**config.mk**
```make
export PLATFORM = sky130hd
export DESIGN_NAME = dqs_cell
export DESIGN_NICKNAME = d
export VERILOG_FILES = /design/src/design/dqs_pkg.sv /design/src/design/dqs_cell.sv
export SDC_FILE = /design/constraint.sdc
export NUM_CORES = 1
export LEC_CHECK = 0
export BUFFER_PORTS_ARGS = -buffer_cell sky130_fd_sc_hd__buf_4
export CORE_UTILIZATION = 42
export CTS_CLUSTER_DIAMETER = 50
export CTS_CLUSTER_SIZE = 24
export DETAILED_ROUTE_END_ITERATION = 10
export GPL_ROUTABILITY_DRIVEN = 0
export PLACE_DENSITY = 0.91
export SETUP_SLACK_MARGIN = 0.02
export SKIP_LAST_GASP = 1
export SLEW_MARGIN = 20
export SYNTH_ARGS = -nofsm -noshare
export SYNTH_HDL_FRONTEND = slang
export SYNTH_SLANG_ARGS = --single-unit
```
**constraint.sdc**
```tcl
create_clock -name i_clk -period 7.4 [get_ports i_clk]
set_input_delay 0.37 -clock i_clk [delete_from_list [all_inputs] [get_ports i_clk]]
set_output_delay 0.37 -clock i_clk [all_outputs]
set_load 0.05 [all_outputs]
```
**src/design/dqs_pkg.sv**
```systemverilog
// shared codes and types for the deque with search unit
// no dependencies; imported by dqs_cell and deque_with_search_unit
package dqs_pkg;

    localparam int DATA_W = 32;
    localparam int CMD_W  = 3;
    localparam int KIND_W = 3;
    localparam int MODE_W = 3;

    localparam logic [CMD_W-1:0] CMD_PUSH_FRONT = 3'd0;
    localparam logic [CMD_W-1:0] CMD_PUSH_BACK  = 3'd1;
    localparam logic [CMD_W-1:0] CMD_POP_FRONT  = 3'd2;
    localparam logic [CMD_W-1:0] CMD_POP_BACK   = 3'd3;
    localparam logic [CMD_W-1:0] CMD_SEARCH     = 3'd4;
    localparam logic [CMD_W-1:0] CMD_DUMP       = 3'd5;

    localparam logic [KIND_W-1:0] KIND_SEARCH_EMPTY = 3'd0;
    localparam logic [KIND_W-1:0] KIND_FOUND        = 3'd1;
    localparam logic [KIND_W-1:0] KIND_NOT_FOUND    = 3'd2;
    localparam logic [KIND_W-1:0] KIND_ELEMENT      = 3'd3;
    localparam logic [KIND_W-1:0] KIND_DUMP_EMPTY   = 3'd4;
    localparam logic [KIND_W-1:0] KIND_PUSH_FULL    = 3'd5;

    localparam logic [MODE_W-1:0] MODE_HOLD       = 3'd0;
    localparam logic [MODE_W-1:0] MODE_PUSH_FRONT = 3'd1;
    localparam logic [MODE_W-1:0] MODE_PUSH_BACK  = 3'd2;
    localparam logic [MODE_W-1:0] MODE_POP_FRONT  = 3'd3;
    localparam logic [MODE_W-1:0] MODE_SEARCH     = 3'd4;
    localparam logic [MODE_W-1:0] MODE_ROTATE     = 3'd5;

    typedef struct packed {
        logic [MODE_W-1:0]        mode;
        logic signed [DATA_W-1:0] value;
        logic signed [DATA_W-1:0] front;
    } t_cell_ctl;

endpackage

```
**src/design/dqs_cell.sv**
```systemverilog
// one slot of the shifting deque chain, with its own search comparator
// depends on dqs_pkg
module dqs_cell #(
    parameter int IDX   = 0,
    parameter int CNT_W = 7
) (
    input  logic                        i_clk,
    input  dqs_pkg::t_cell_ctl          i_ctl,
    input  logic [CNT_W-1:0]            i_count,
    input  logic signed [31:0]          i_left,
    input  logic signed [31:0]          i_right,
    output logic signed [31:0]          o_data,
    output logic                        o_hit
);
    import dqs_pkg::*;

    logic signed [DATA_W-1:0] r_data;
    logic signed [DATA_W-1:0] n_data;
    logic                     r_hit;
    logic                     w_occupied;
    logic                     w_is_back;

    assign w_occupied = CNT_W'(IDX) < i_count;
    assign w_is_back  = CNT_W'(IDX + 1) == i_count;

    always_comb begin
        n_data = r_data;
        case (i_ctl.mode)
            MODE_PUSH_FRONT: n_data = (IDX == 0) ? i_ctl.value : i_left;
            MODE_PUSH_BACK:  n_data = (CNT_W'(IDX) == i_count) ? i_ctl.value : r_data;
            MODE_POP_FRONT:  n_data = i_right;
            MODE_ROTATE:     n_data = w_is_back ? i_ctl.front : i_right;
            default:         n_data = r_data;
        endcase
    end

    always_ff @(posedge i_clk) begin
        r_data <= n_data;
        if (i_ctl.mode == MODE_SEARCH) begin
            r_hit <= w_occupied && (r_data == i_ctl.value);
        end
    end

    assign o_data = r_data;
    assign o_hit  = r_hit;

endmodule

```
==> results.md, run 1 <==
* Clock insertion delay at the later pin of the skew report at 0.28 ns
* Detail-routed net length per standard cell at 16.69 µm
* Count of cell types in the netlist at 23
* Synthesis-to-layout area growth at 55.41%
* Peak supply drop at 0.1170 mV
* CTS tree: yes
* Number of diodes added for antenna fixing at 0
* Worst hold path type: in2reg
* Worst setup EP type: flop
* Number of max-slew violations in the final report at 0
* Width of the chip at 72.60 µm
* Yosys reg bits at 33
* F_max at 412.9 MHz
* Initial core utilization at 0.4403
* Top cells by area in the synthesized netlist: sky130_fd_sc_hd__edfxtp_1, sky130_fd_sc_hd__a221o_1, sky130_fd_sc_hd__xor2_1
* Clock slew at reported path FFs at 0.07 ns
* Final Total Pwr at 577.2 µW
* Violation count after the first detailed-routing iteration at 105
* Yosys top cell area share at 0.4734
* CP delay by family, top: compound AO/OA/AOI/OAI gates
* Antenna violations before repair at 0
* I/O pin count at 172
* Net Sw Frac at 0.3307
* Layout cells sized above 1 at 0.6093
* Setup violation total in the final timing report at 0
* Tmin final at 2.422 ns
* Largest net degree at the start of global routing at 34
* Critical path's largest stage delay at 0.81 ns
* Sequential-to-total area share from yosys stat at 0.4734
* Static Leak at 1.424 nW
* WS Path Type: in2reg
* Total iterations of the first detailed-routing run at 4
* Combinational power share at 0.354
* Net switching power of the design at 190.9 µW
* Worst Path Buf+Inv at 1
* Slowest cell on the critical path: sky130_fd_sc_hd__a21oi_4
* Die footprint at 5270 µm²
* Average instance area after synthesis at 12.92 µm²
* Unrepaired setup endpoints after global routing: false
* WP data arrival at 2.32 ns
* Slew @ Worst Pin at 1.057 ns
* Total power density per cell area at 177.4 nW/µm²
* Count of nets left with antenna violations after detail routing at 0
* Wire length of the first global-routing pass at 9218 µm
* Num CTS Buffers at 5
* Syn. warnings at 0
* Number of global-route vias before repair at 1982
* Residual overflow from global routing at 0
* Chip Height at 72.60 µm
* Data required, critical path at 7.30 ns
* Final Non-Filler Cells at 369
* Max-slew headroom at 0.2935
* Floorplan Core Area at 4755 µm²
* Post-detailed-route via-to-cell ratio at 5.244
* Cell count after synthesis at 162
* Fin nets at 440
* Final count of hold timing violations at 0
* Worst setup skew after layout at 0.006894 ns
* Library cell occupying the most area in the post-synthesis netlist: sky130_fd_sc_hd__edfxtp_1
* Setup crit start kind: input port
* Total internal power at 386.3 µW
* Run status: finished, final reports clean
* Count of H-tree levels built during CTS at 2
* Clock net sink count at 33
* Fin crit share at 0.3273
* Post-detailed-placement half-perimeter wirelength at 4729 µm
* Count of instances resized after the clock tree is built at 0
* Cells after DPL at 361
* Number of buffers between clock root and the deepest sink at 2
* Standard-cell rows at 25
* Routed via count at 1935
* Number of maximum-capacitance violations at 0
* Relative contribution of sequential cells to total power at 0.419
* Cell area after technology mapping at 2093 µm²
* CTS hold repair buffers at 0
* Clk network pwr share at 0.228
* Total Routing Usage GR at 0.2372
* Buffers inserted during post-CTS setup optimization at 0
* Number of buffer cells added on primary ports at 139
* Crit path max fanout at 32
* DRC violation count after routing at 0
* List of cells traversed by the critical path: buf_4, or4_4, nor3_1, a21oi_1, a21oi_4
* Detailed-route wire length at 6157 µm
* Net count after synthesis at 301
* Clock Root Buffer: sky130_fd_sc_hd__clkbuf_8
* Setup TNS at 0 ns
## metal layers
metal | track usage | share of wire
met1 | 0.2654 | 0.37
met2 | 0.4206 | 0.52
met3 | 0.08011 | 0.088
met4 | 0.08279 | 0.021
met5 | 0 | 0
## stage by stage
stage | instance area [µm²] | setup WS (ns) | util | hold slack [ns]
after floorplan | 2093 | 4.146 | - | 0.5634
after global placement | 3166 | 4.571 | 0.6658 | 0.6695
after detailed placement | 3166 | 4.502 | 0.6658 | 0.6735
after CTS | 3246 | 4.802 | 0.6826 | 0.3766
after global routing | 3253 | 4.894 | 0.6842 | 0.3731
final | 3253 | 4.978 | 0.6842 | 0.3812
## power by group through the flow
stage	Combinational (mW)	Clock (mW)	Sequential (mW)
after detailed placement	0.204	0	0.246
after global routing	0.215	0.144	0.244
after floorplan	0.0531	0	0.308
final	0.204	0.131	0.242
after global placement	0.200	0	0.245
after CTS	0.204	0.133	0.242
## path summary, 6_finish.rpt
path,startpoint,endpoint,slack (ns),depth (start not counted)
max,i_count[3],o_data[11],4.98,5
min,i_ctl[24],o_data[24],0.38,2
max reg2reg,o_data[17],o_hit,5.92,4
min reg2reg,o_data[4],o_hit,0.87,4
## sequential cells by signal (all words and copies together), names as in the netlist
signal,flops
o_hit,1
o_data,32
## layout by cell type (no fill, tap or decap), types with 2 or more instances in the layout
cell / n
sky130_fd_sc_hd__edfxtp_1: 33
sky130_fd_sc_hd__buf_4: 141
sky130_fd_sc_hd__clkbuf_1: 3
sky130_fd_sc_hd__a221o_2: 2
sky130_fd_sc_hd__and2_2: 28
sky130_fd_sc_hd__clkbuf_8: 5
sky130_fd_sc_hd__nor4_1: 8
sky130_fd_sc_hd__xor2_1: 32
sky130_fd_sc_hd__a221o_1: 30
sky130_fd_sc_hd__nand4_1: 2
sky130_fd_sc_hd__and2_1: 4
sky130_fd_sc_hd__nor3_1: 2
## logic make-up (layout without fill, tap and decap cells)
| family | Yosys count | after routing | synth area share |
|---|---|---|---|
| xor gates and xnor gates | 32 | 32 | 0.1339 |
| and+or+nand+nor | 53 | 53 | 0.1907 |
| AOI/OAI and AO/OA | 35 | 35 | 0.1632 |
| DFF | 33 | 33 | 0.4734 |
| buffers and inverters | 9 | 149 | 0.03885 |
## synthesized netlist by cell type
master	instances
sky130_fd_sc_hd__a21oi_1	2
sky130_fd_sc_hd__a221o_1	30
sky130_fd_sc_hd__a221o_2	2
sky130_fd_sc_hd__and2_1	4
sky130_fd_sc_hd__and2_2	28
sky130_fd_sc_hd__and2b_1	1
sky130_fd_sc_hd__and2b_2	1
sky130_fd_sc_hd__buf_6	5
sky130_fd_sc_hd__clkbuf_1	3
sky130_fd_sc_hd__clkbuf_8	1
sky130_fd_sc_hd__edfxtp_1	33
sky130_fd_sc_hd__nand3_1	1
sky130_fd_sc_hd__nand4_1	2
sky130_fd_sc_hd__nor2_2	1
sky130_fd_sc_hd__nor2b_1	1
sky130_fd_sc_hd__nor3_1	2
sky130_fd_sc_hd__nor3_4	1
sky130_fd_sc_hd__nor4_1	8
sky130_fd_sc_hd__nor4b_4	1
sky130_fd_sc_hd__o21ai_2	1
sky130_fd_sc_hd__or2_2	1
sky130_fd_sc_hd__or4_4	1
sky130_fd_sc_hd__xor2_1	32
## area by class of cell
type	instances	area (µm²)
Timing Repair Buffer	141	1059
Tap cell	67	83.83
Multi-Input combinational cell	120	1040
Clock buffer	8	80.08
Fill cell	389	1501
Sequential cell	33	991.0
Note: power is estimated with default switching activity, not from simulation.
==> inputs of run 2 (changes only) <==
--- a/config.mk
+++ b/config.mk
@@ -6,12 +6,12 @@
 export NUM_CORES = 1
 export LEC_CHECK = 0
 export BUFFER_PORTS_ARGS = -buffer_cell sky130_fd_sc_hd__buf_4
-export CORE_UTILIZATION = 42
+export CORE_UTILIZATION = 39
 export CTS_CLUSTER_DIAMETER = 50
 export CTS_CLUSTER_SIZE = 24
 export DETAILED_ROUTE_END_ITERATION = 10
 export GPL_ROUTABILITY_DRIVEN = 0
-export PLACE_DENSITY = 0.91
+export PLACE_DENSITY = 0.86
 export SETUP_SLACK_MARGIN = 0.02
 export SKIP_LAST_GASP = 1
 export SLEW_MARGIN = 20
==> constraint.sdc (replaced) <==
create_clock -name i_clk -period 2.4 [get_ports i_clk]
set_input_delay 0.12 -clock i_clk [delete_from_list [all_inputs] [get_ports i_clk]]
set_output_delay 0.12 -clock i_clk [all_outputs]
set_load 0.05 [all_outputs]
==> run 2 against run 1 <==
Power grew to 3.1 times the previous value; highest routed layer unchanged; clock skew is 0.0028 ns lower; sequential share of layout area is 0.32 points lower; hold slack worse by 0.24 ns; clock-buffer cell count is 3 lower; flip-flop and latch count stayed put.
==> results.md, run 2 (synthesized netlist as in run 1, its figures left out) <==
* Met2 wire length at 3042 µm (was 3185 µm)
* Worst Path Buf+Inv at 2 (was 1)
* Max-slew headroom at 0.4054 (was 0.2935)
* Layout cells sized above 1 at 0.6189 (was 0.6093)
* Residual overflow from global routing at 0 (unchanged)
* WS Path Type: in2reg (unchanged)
* Peak supply drop at 0.2803 mV (was 0.1170 mV)
* Wire length of the first global-routing pass at 8535 µm (was 9218 µm)
* Total Routing Usage GR at 0.2062 (was 0.2372)
* Setup TNS at 0 ns (unchanged)
* List of cells traversed by the critical path: buf_4, or4_4, nor4b_4, nor2_2, buf_4, a221o_1 (was buf_4, or4_4, nor3_1, a21oi_1, a21oi_4)
* Slowest cell on the critical path: sky130_fd_sc_hd__or4_4 (was sky130_fd_sc_hd__a21oi_4)
* CTS tree: yes (unchanged)
* CTS hold repair buffers at 0 (unchanged)
* Post-detailed-placement half-perimeter wirelength at 4709 µm (was 4729 µm)
* Total iterations of the first detailed-routing run at 4 (unchanged)
* Antenna violations before repair at 0 (unchanged)
* Clock slew at reported path FFs at 0.07 ns (about the same)
* DRC violation count after routing at 0 (unchanged)
* Standard-cell rows at 26 (was 25)
* Clock Root Buffer: sky130_fd_sc_hd__clkbuf_8 (unchanged)
* Largest net degree at the start of global routing at 33 (was 34)
* Chip Height at 75.26 µm (was 72.60 µm)
* Worst setup EP type: flop (unchanged)
* Commonest non-fill, non-tap cells in the layout: sky130_fd_sc_hd__buf_4, sky130_fd_sc_hd__edfxtp_1, sky130_fd_sc_hd__xor2_1 (unchanged)
* Crit path max fanout at 20 (was 32)
* I/O pin count at 172 (unchanged)
* Fin nets at 445 (was 440)
* Most frequent standard cell in the layout excluding fill and tap cells: sky130_fd_sc_hd__buf_4 (unchanged)
* Width of the chip at 75.26 µm (was 72.60 µm)
* Number of buffer cells added on primary ports at 139 (unchanged)
* Initial core utilization at 0.4073 (was 0.4403)
* Number of buffers between clock root and the deepest sink at 2 (unchanged)
* WP data arrival at 1.78 ns (was 2.32 ns)
* Number of global-route vias before repair at 1809 (was 1982)
* Buffers inserted during post-CTS setup optimization at 0 (unchanged)
* Violation count after the first detailed-routing iteration at 69 (was 105)
* Met1 wire length at 2482 µm (was 2302 µm)
* Final count of hold timing violations at 0 (unchanged)
* Die footprint at 5664 µm² (was 5270 µm²)
* Number of max-slew violations in the final report at 0 (unchanged)
* Setup violation total in the final timing report at 0 (unchanged)
* F_max at 567.3 MHz
* Critical path's largest stage delay at 0.57 ns (was 0.81 ns)
* Slew @ Worst Pin at 0.8910 ns (was 1.057 ns)
* Worst hold path type: in2reg (unchanged)
* Number of diodes added for antenna fixing at 0 (unchanged)
* Count of instances resized after the clock tree is built at 0 (unchanged)
* Post-detailed-route via-to-cell ratio at 5.090 (was 5.244)
* Total power density per cell area at 538.5 nW/µm² (was 177.4 nW/µm²)
* Dominant cell type by count on the critical path: sky130_fd_sc_hd__buf_4
* Synthesis-to-layout area growth at 57.08% (was 55.41%)
* Setup crit start kind: input port (unchanged)
* Uppermost layer routed: met4 (unchanged)
* Flip-flop count of the largest register after layout at 32 (unchanged)
* Count of nets left with antenna violations after detail routing at 0 (unchanged)
* Placed cell areas at 3207 µm² (was 3166 µm²)
* Worst setup skew after layout at 0.004079 ns (was 0.006894 ns)
* Clock net sink count at 33 (unchanged)
* Fin crit share at 0.7345
* Detailed-route wire length at 6021 µm (was 6157 µm)
* Unrepaired setup endpoints after global routing: false (unchanged)
* Tmin final at 1.763 ns
* Final non-filler cell area at 3288 µm² (was 3253 µm²)
* Worst slack on hold paths at 0.1422 ns (was 0.3812 ns)
* Num CTS Buffers at 5 (unchanged)
* CP delay by family, top: simple AND/OR/NAND/NOR gates (was compound AO/OA/AOI/OAI gates)
* Data required, critical path at 2.42 ns (was 7.30 ns)
* Floorplan Core Area at 5140 µm² (was 4755 µm²)
* Worst R2R Setup Slack at 0.81 ns (was 5.92 ns)
* Number of maximum-capacitance violations at 0 (unchanged)
* WL met3 at 409 µm (was 540 µm)
* Static Leak at 1.452 nW (was 1.424 nW)
* Count of H-tree levels built during CTS at 2 (unchanged)
* Clock insertion delay at the later pin of the skew report at 0.27 ns (was 0.28 ns)
* Detail-routed net length per standard cell at 15.97 µm (was 16.69 µm)
* Run status: finished, final reports clean (unchanged)
* Routed via count at 1919 (was 1935)
==> run 2: final cells by class <==
cell class	instances	area, µm²
Sequential cell	33	991.0
Multi-Input combinational cell	120	1032
Clock buffer	5	68.82
Fill cell	429	1852
Tap cell	70	87.58
Timing Repair Buffer	146	1096
Clock inverter	3	12.51
==> run 2: power by group <==
| part | switching, mW | internal [mW] | leakage, nW |
|---|---|---|---|
| Combinational | 0.351 | 0.282 | 1.09 |
| Clock | 0.198 | 0.195 | 0.0430 |
| Sequential | 0.0381 | 0.707 | 0.316 |
| Total | 0.587 | 1.18 | 1.45 |
==> run 2: stage by stage <==
stage / utilization / cells / power [mW] / setup WS, ns
2_1_floorplan: - / 162 / 1.114 / 0.1060
3_3_place_gp: 0.6239 / 369 / 1.379 / 0.3564
3_5_place_dp: 0.6239 / 369 / 1.391 / 0.3342
4_1_cts: 0.6397 / 377 / 1.788 / 0.6292
5_1_grt: 0.6397 / 377 / 1.857 / 0.5881
6_report: 0.6397 / 377 / 1.771 / 0.6372
==> run 2: per-layer routing <==
layer	GRT usage	up-vias
met1	0.2546	901
met3	0.05489	8
met2	0.3544	83
li1	-	927
met5	0	-
met4	0.06173	0
==> run 2: path summary, 6_finish.rpt <==
check              from    endpoint  depth (start not counted)
min reg2reg  o_data[14]       o_hit                          4
max reg2reg   o_data[6]       o_hit                          4
max          i_count[3]  o_data[13]                          6
min           i_ctl[22]  o_data[22]                          2
==> inputs of run 3 (changes only) <==
--- a/config.mk
+++ b/config.mk
@@ -5,8 +5,9 @@
 export SDC_FILE = /design/constraint.sdc
 export NUM_CORES = 1
 export LEC_CHECK = 0
+export ABC_AREA = 1
 export BUFFER_PORTS_ARGS = -buffer_cell sky130_fd_sc_hd__buf_4
-export CORE_UTILIZATION = 39
+export CORE_UTILIZATION = 43
 export CTS_CLUSTER_DIAMETER = 50
 export CTS_CLUSTER_SIZE = 24
 export DETAILED_ROUTE_END_ITERATION = 10
==> constraint.sdc (replaced) <==
create_clock -name i_clk -period 1.7 [get_ports i_clk]
set_input_delay 0.085 -clock i_clk [delete_from_list [all_inputs] [get_ports i_clk]]
set_output_delay 0.085 -clock i_clk [all_outputs]
set_load 0.05 [all_outputs]
==> run 3 against run 2 <==
Sequential share of layout area shrank 4.7 points; non-clock buffer count is 2 higher; power is 48% higher; clock skew about the same; cell count rose by 57%; global-route usage increased by 3.6 points; flip-flop and latch count unchanged; setup slack worse by 0.17 ns; clock-buffer cell count grew 1; via count up 54%; design area rose by 19%; critical path type unchanged; largest power group unchanged; highest routed layer unchanged.
==> results.md, run 3 <==
* Most frequent cell after synthesis: sky130_fd_sc_hd__nand2_1 (was sky130_fd_sc_hd__edfxtp_1)
* Post-detailed-route via-to-cell ratio at 4.981 (was 5.090)
* Sequential-to-total area share from yosys stat at 0.3657 (was 0.4734)
* Clock insertion delay at the later pin of the skew report at 0.28 ns (was 0.27 ns)
* Synth Area in Compound Gates at 0.2193 (was 0.1632)
* CTS hold repair buffers at 0 (unchanged)
* Post-synth EDFFs at 33 (unchanged)
* Fill cell instance count of the final layout at 523 (was 429)
* Worst setup skew after layout at 0.003952 ns (was 0.004079 ns)
* Count of cell types in the netlist at 25 (was 23)
* Share of synthesized cell area in full adder, half adder and majority cells at 0 (unchanged)
* Number of max-slew violations in the final report at 0 (unchanged)
* Static Leak at 2.033 nW (was 1.452 nW)
* Commonest non-fill, non-tap cells in the layout: sky130_fd_sc_hd__buf_4, sky130_fd_sc_hd__nand2_1, sky130_fd_sc_hd__inv_1 (was sky130_fd_sc_hd__buf_4, sky130_fd_sc_hd__edfxtp_1, sky130_fd_sc_hd__xor2_1)
* WS Path Type: in2reg (unchanged)
* Total iterations of the first detailed-routing run at 4 (unchanged)
* Fin crit share at 0.7256
* Tmin final at 1.234 ns
* Number of cells on the worst hold path at 3 (was 2)
* Cell count after synthesis at 378 (was 162)
* I/O pin count at 172 (unchanged)
* F_max at 810.7 MHz
* Routed via count at 2949 (was 1919)
* Final Non-Filler Cells at 592 (was 377)
* Detailed-route wire length at 7816 µm (was 6021 µm)
* Yosys top cell area share at 0.3657 (was 0.4734)
* Number of buffer cells added on primary ports at 139 (unchanged)
* Count of instances resized after the clock tree is built at 0 (unchanged)
* Peak supply drop at 0.3770 mV (was 0.2803 mV)
* Max-slew headroom at 0.6185 (was 0.4054)
* Worst slack on hold paths at 0.1530 ns (was 0.1422 ns)
* Chip Height at 81.39 µm (was 75.26 µm)
* Clock Root Buffer: sky130_fd_sc_hd__clkbuf_8 (unchanged)
* Post-synthesis share of cell area spent on xor and xnor gates at 0.04201 (was 0.1339)
* Most frequent standard cell in the layout excluding fill and tap cells: sky130_fd_sc_hd__buf_4 (unchanged)
* Share of async-settable or async-resettable flops after synthesis at 0 (unchanged)
* DRC violation count after routing at 0 (unchanged)
* Number of global-route vias before repair at 2895 (was 1809)
* Crit path max fanout at 30 (was 20)
* Setup TNS at 0 ns (unchanged)
* Commonest cells in the netlist: sky130_fd_sc_hd__nand2_1, sky130_fd_sc_hd__inv_1, sky130_fd_sc_hd__o21ai_0, sky130_fd_sc_hd__edfxtp_1, sky130_fd_sc_hd__nor2_1 (was sky130_fd_sc_hd__edfxtp_1, sky130_fd_sc_hd__xor2_1, sky130_fd_sc_hd__a221o_1, sky130_fd_sc_hd__and2_2, sky130_fd_sc_hd__nor4_1)
* Worst setup EP type: flop (unchanged)
* Most used flip-flop cell after synthesis: sky130_fd_sc_hd__edfxtp_1 (unchanged)
* Width of the chip at 81.39 µm (was 75.26 µm)
* Num CTS Buffers at 5 (unchanged)
* Residual overflow from global routing at 0 (unchanged)
* Final count of hold timing violations at 0 (unchanged)
* Wire length of the first global-routing pass at 12270 µm (was 8535 µm)
* Setup crit start kind: input port (unchanged)
* Antenna violations before repair at 0 (unchanged)
* Syn. warnings at 0 (unchanged)
* Cells after DPL at 585 (was 369)
* Post-layout util at 0.6506 (was 0.6397)
* Top cells by area in the synthesized netlist: sky130_fd_sc_hd__edfxtp_1, sky130_fd_sc_hd__nand2_1, sky130_fd_sc_hd__inv_1 (was sky130_fd_sc_hd__edfxtp_1, sky130_fd_sc_hd__a221o_1, sky130_fd_sc_hd__xor2_1)
* Data required, critical path at 1.73 ns (was 2.42 ns)
* Count of nets left with antenna violations after detail routing at 0 (unchanged)
* Die footprint at 6624 µm² (was 5664 µm²)
* Slew @ Worst Pin at 0.5714 ns (was 0.8910 ns)
* Detail-routed net length per standard cell at 13.20 µm (was 15.97 µm)
* Post-detailed-placement half-perimeter wirelength at 6045 µm (was 4709 µm)
* Area fraction in and, or, nand and nor cells after synthesis at 0.2285 (was 0.1907)
* Total power density per cell area at 672.4 nW/µm² (was 538.5 nW/µm²)
* Slowest cell on the critical path: sky130_fd_sc_hd__nand2_4 (was sky130_fd_sc_hd__or4_4)
* Clock net sink count at 33 (unchanged)
* Number of diodes added for antenna fixing at 0 (unchanged)
* Violation count after the first detailed-routing iteration at 100 (was 69)
* Cell area after technology mapping at 2710 µm² (was 2093 µm²)
* Initial core utilization at 0.4524 (was 0.4073)
* Count of H-tree levels built during CTS at 2 (unchanged)
* CTS tree: yes (unchanged)
* Yosys reg bits at 33 (unchanged)
* Fin nets at 656 (was 445)
* Largest net degree at the start of global routing at 35 (was 33)
* Share of synthesized area spent on multiplexers at 0 (unchanged)
* Flip-flop count of the largest register after layout at 32 (unchanged)
* Unrepaired setup endpoints after global routing: false (unchanged)
* Run status: finished, final reports clean (unchanged)
* Net count after synthesis at 517 (was 301)
* Number of maximum-capacitance violations at 0 (unchanged)
* List of cells traversed by the critical path: buf_4, inv_1, nand3_4, nand2_4, o22ai_1, a21o_1 (was buf_4, or4_4, nor4b_4, nor2_2, buf_4, a221o_1)
* Buffers inserted during post-CTS setup optimization at 0 (unchanged)
* Depth of the worst register-to-register path at 7 (was 4)
* Synthesis-to-layout area growth at 43.81% (was 57.08%)
* Library cell occupying the most area in the post-synthesis netlist: sky130_fd_sc_hd__edfxtp_1 (unchanged)
* Setup violation total in the final timing report at 0 (unchanged)
* Number of buffers between clock root and the deepest sink at 2 (unchanged)
* Critical path's largest stage delay at 0.34 ns (was 0.57 ns)
* Standard-cell rows at 28 (was 26)
* Floorplan Core Area at 5991 µm² (was 5140 µm²)
* Dominant combinational cell family by area after synthesis: simple AND/OR/NAND/NOR gates (unchanged)
* Average instance area after synthesis at 7.170 µm² (was 12.92 µm²)
* Clock slew at reported path FFs at 0.06 ns (was 0.07 ns)
* Worst hold path type: in2reg (unchanged)
* WP data arrival at 1.27 ns (was 1.78 ns)
* Layout cells sized above 1 at 0.3133 (was 0.6189)
* Total Routing Usage GR at 0.2424 (was 0.2062)
==> run 3: cell types whose count changed after synthesis, moves of 20 or more <==
cell / before / now
sky130_fd_sc_hd__xor2_1: 32 / 1
sky130_fd_sc_hd__inv_1: 0 / 72
sky130_fd_sc_hd__a221o_1: 30 / 0
sky130_fd_sc_hd__and2_2: 28 / 0
sky130_fd_sc_hd__nor2_1: 0 / 20
sky130_fd_sc_hd__nand2_1: 0 / 89
sky130_fd_sc_hd__o21ai_0: 0 / 43
==> run 3: power by group <==
part	internal [mW]	switching (mW)	total, mW
registers	1.00	0.0623	1.06
logic	0.425	0.592	1.02
clock network	0.276	0.264	0.539
==> run 3: cells by family (layout without fill, tap and decap cells) <==
logic type / after synthesis / in the layout
compound gates: 98 / 98
flops: 33 / 33
simple gates: 145 / 145
buf+inv: 89 / 228
xor+xnor: 13 / 13
==> run 3: final cells by class <==
class                           count  area, µm²  share of cell area
Inverter                           73      274.0             0.07030
Clock buffer                        6      72.57             0.01862
Multi-Input combinational cell    256       1339              0.3435
Sequential cell                    33      991.0              0.2543
Clock inverter                      1      3.754           0.0009631
Tap cell                           75      93.84             0.02408
Timing Repair Buffer              148       1124              0.2883
==> run 3: worst paths after layout <==
| kind | startpoint | end | slack [ns] |
|---|---|---|---|
| hold / removal | i_ctl[7] | o_data[7] | 0.15 |
| setup reg to reg | o_data[18] | o_hit | 0.52 |
| hold reg to reg | o_data[5] | o_hit | 0.81 |
| setup / recovery | i_ctl[66] | o_data[29] | 0.47 |
==> run 3: worst max-delay path: cells and delay by family <==
family / cells / cell delay [ns]
AND/OR/NAND/NOR: 2 / 0.64
AO/OA/AOI/OAI: 2 / 0.28
buffers and inverters: 2 / 0.25
==> run 3: per-stage QoR <==
step	setup WS, ns	total power [mW]	cell area [µm²]
after detailed placement	0.1753	2.098	3821
after global placement	0.2300	2.072	3821
after global routing	0.3522	2.767	3897
final	0.4664	2.621	3897
after CTS	0.4655	2.644	3897
after floorplan	0.1724	1.681	2721
==> run 3: routing by layer <==
layer / share of wire / wire (µm) / track usage / vias up
met4: 0.018 / 140 / 0.08036 / 0
met2: 0.51 / 3958 / 0.4417 / 96
met5: 0 / 0 / 0 / -
met3: 0.056 / 440 / 0.04607 / 11
li1: - / - / - / 1507
met1: 0.42 / 3277 / 0.2812 / 1335
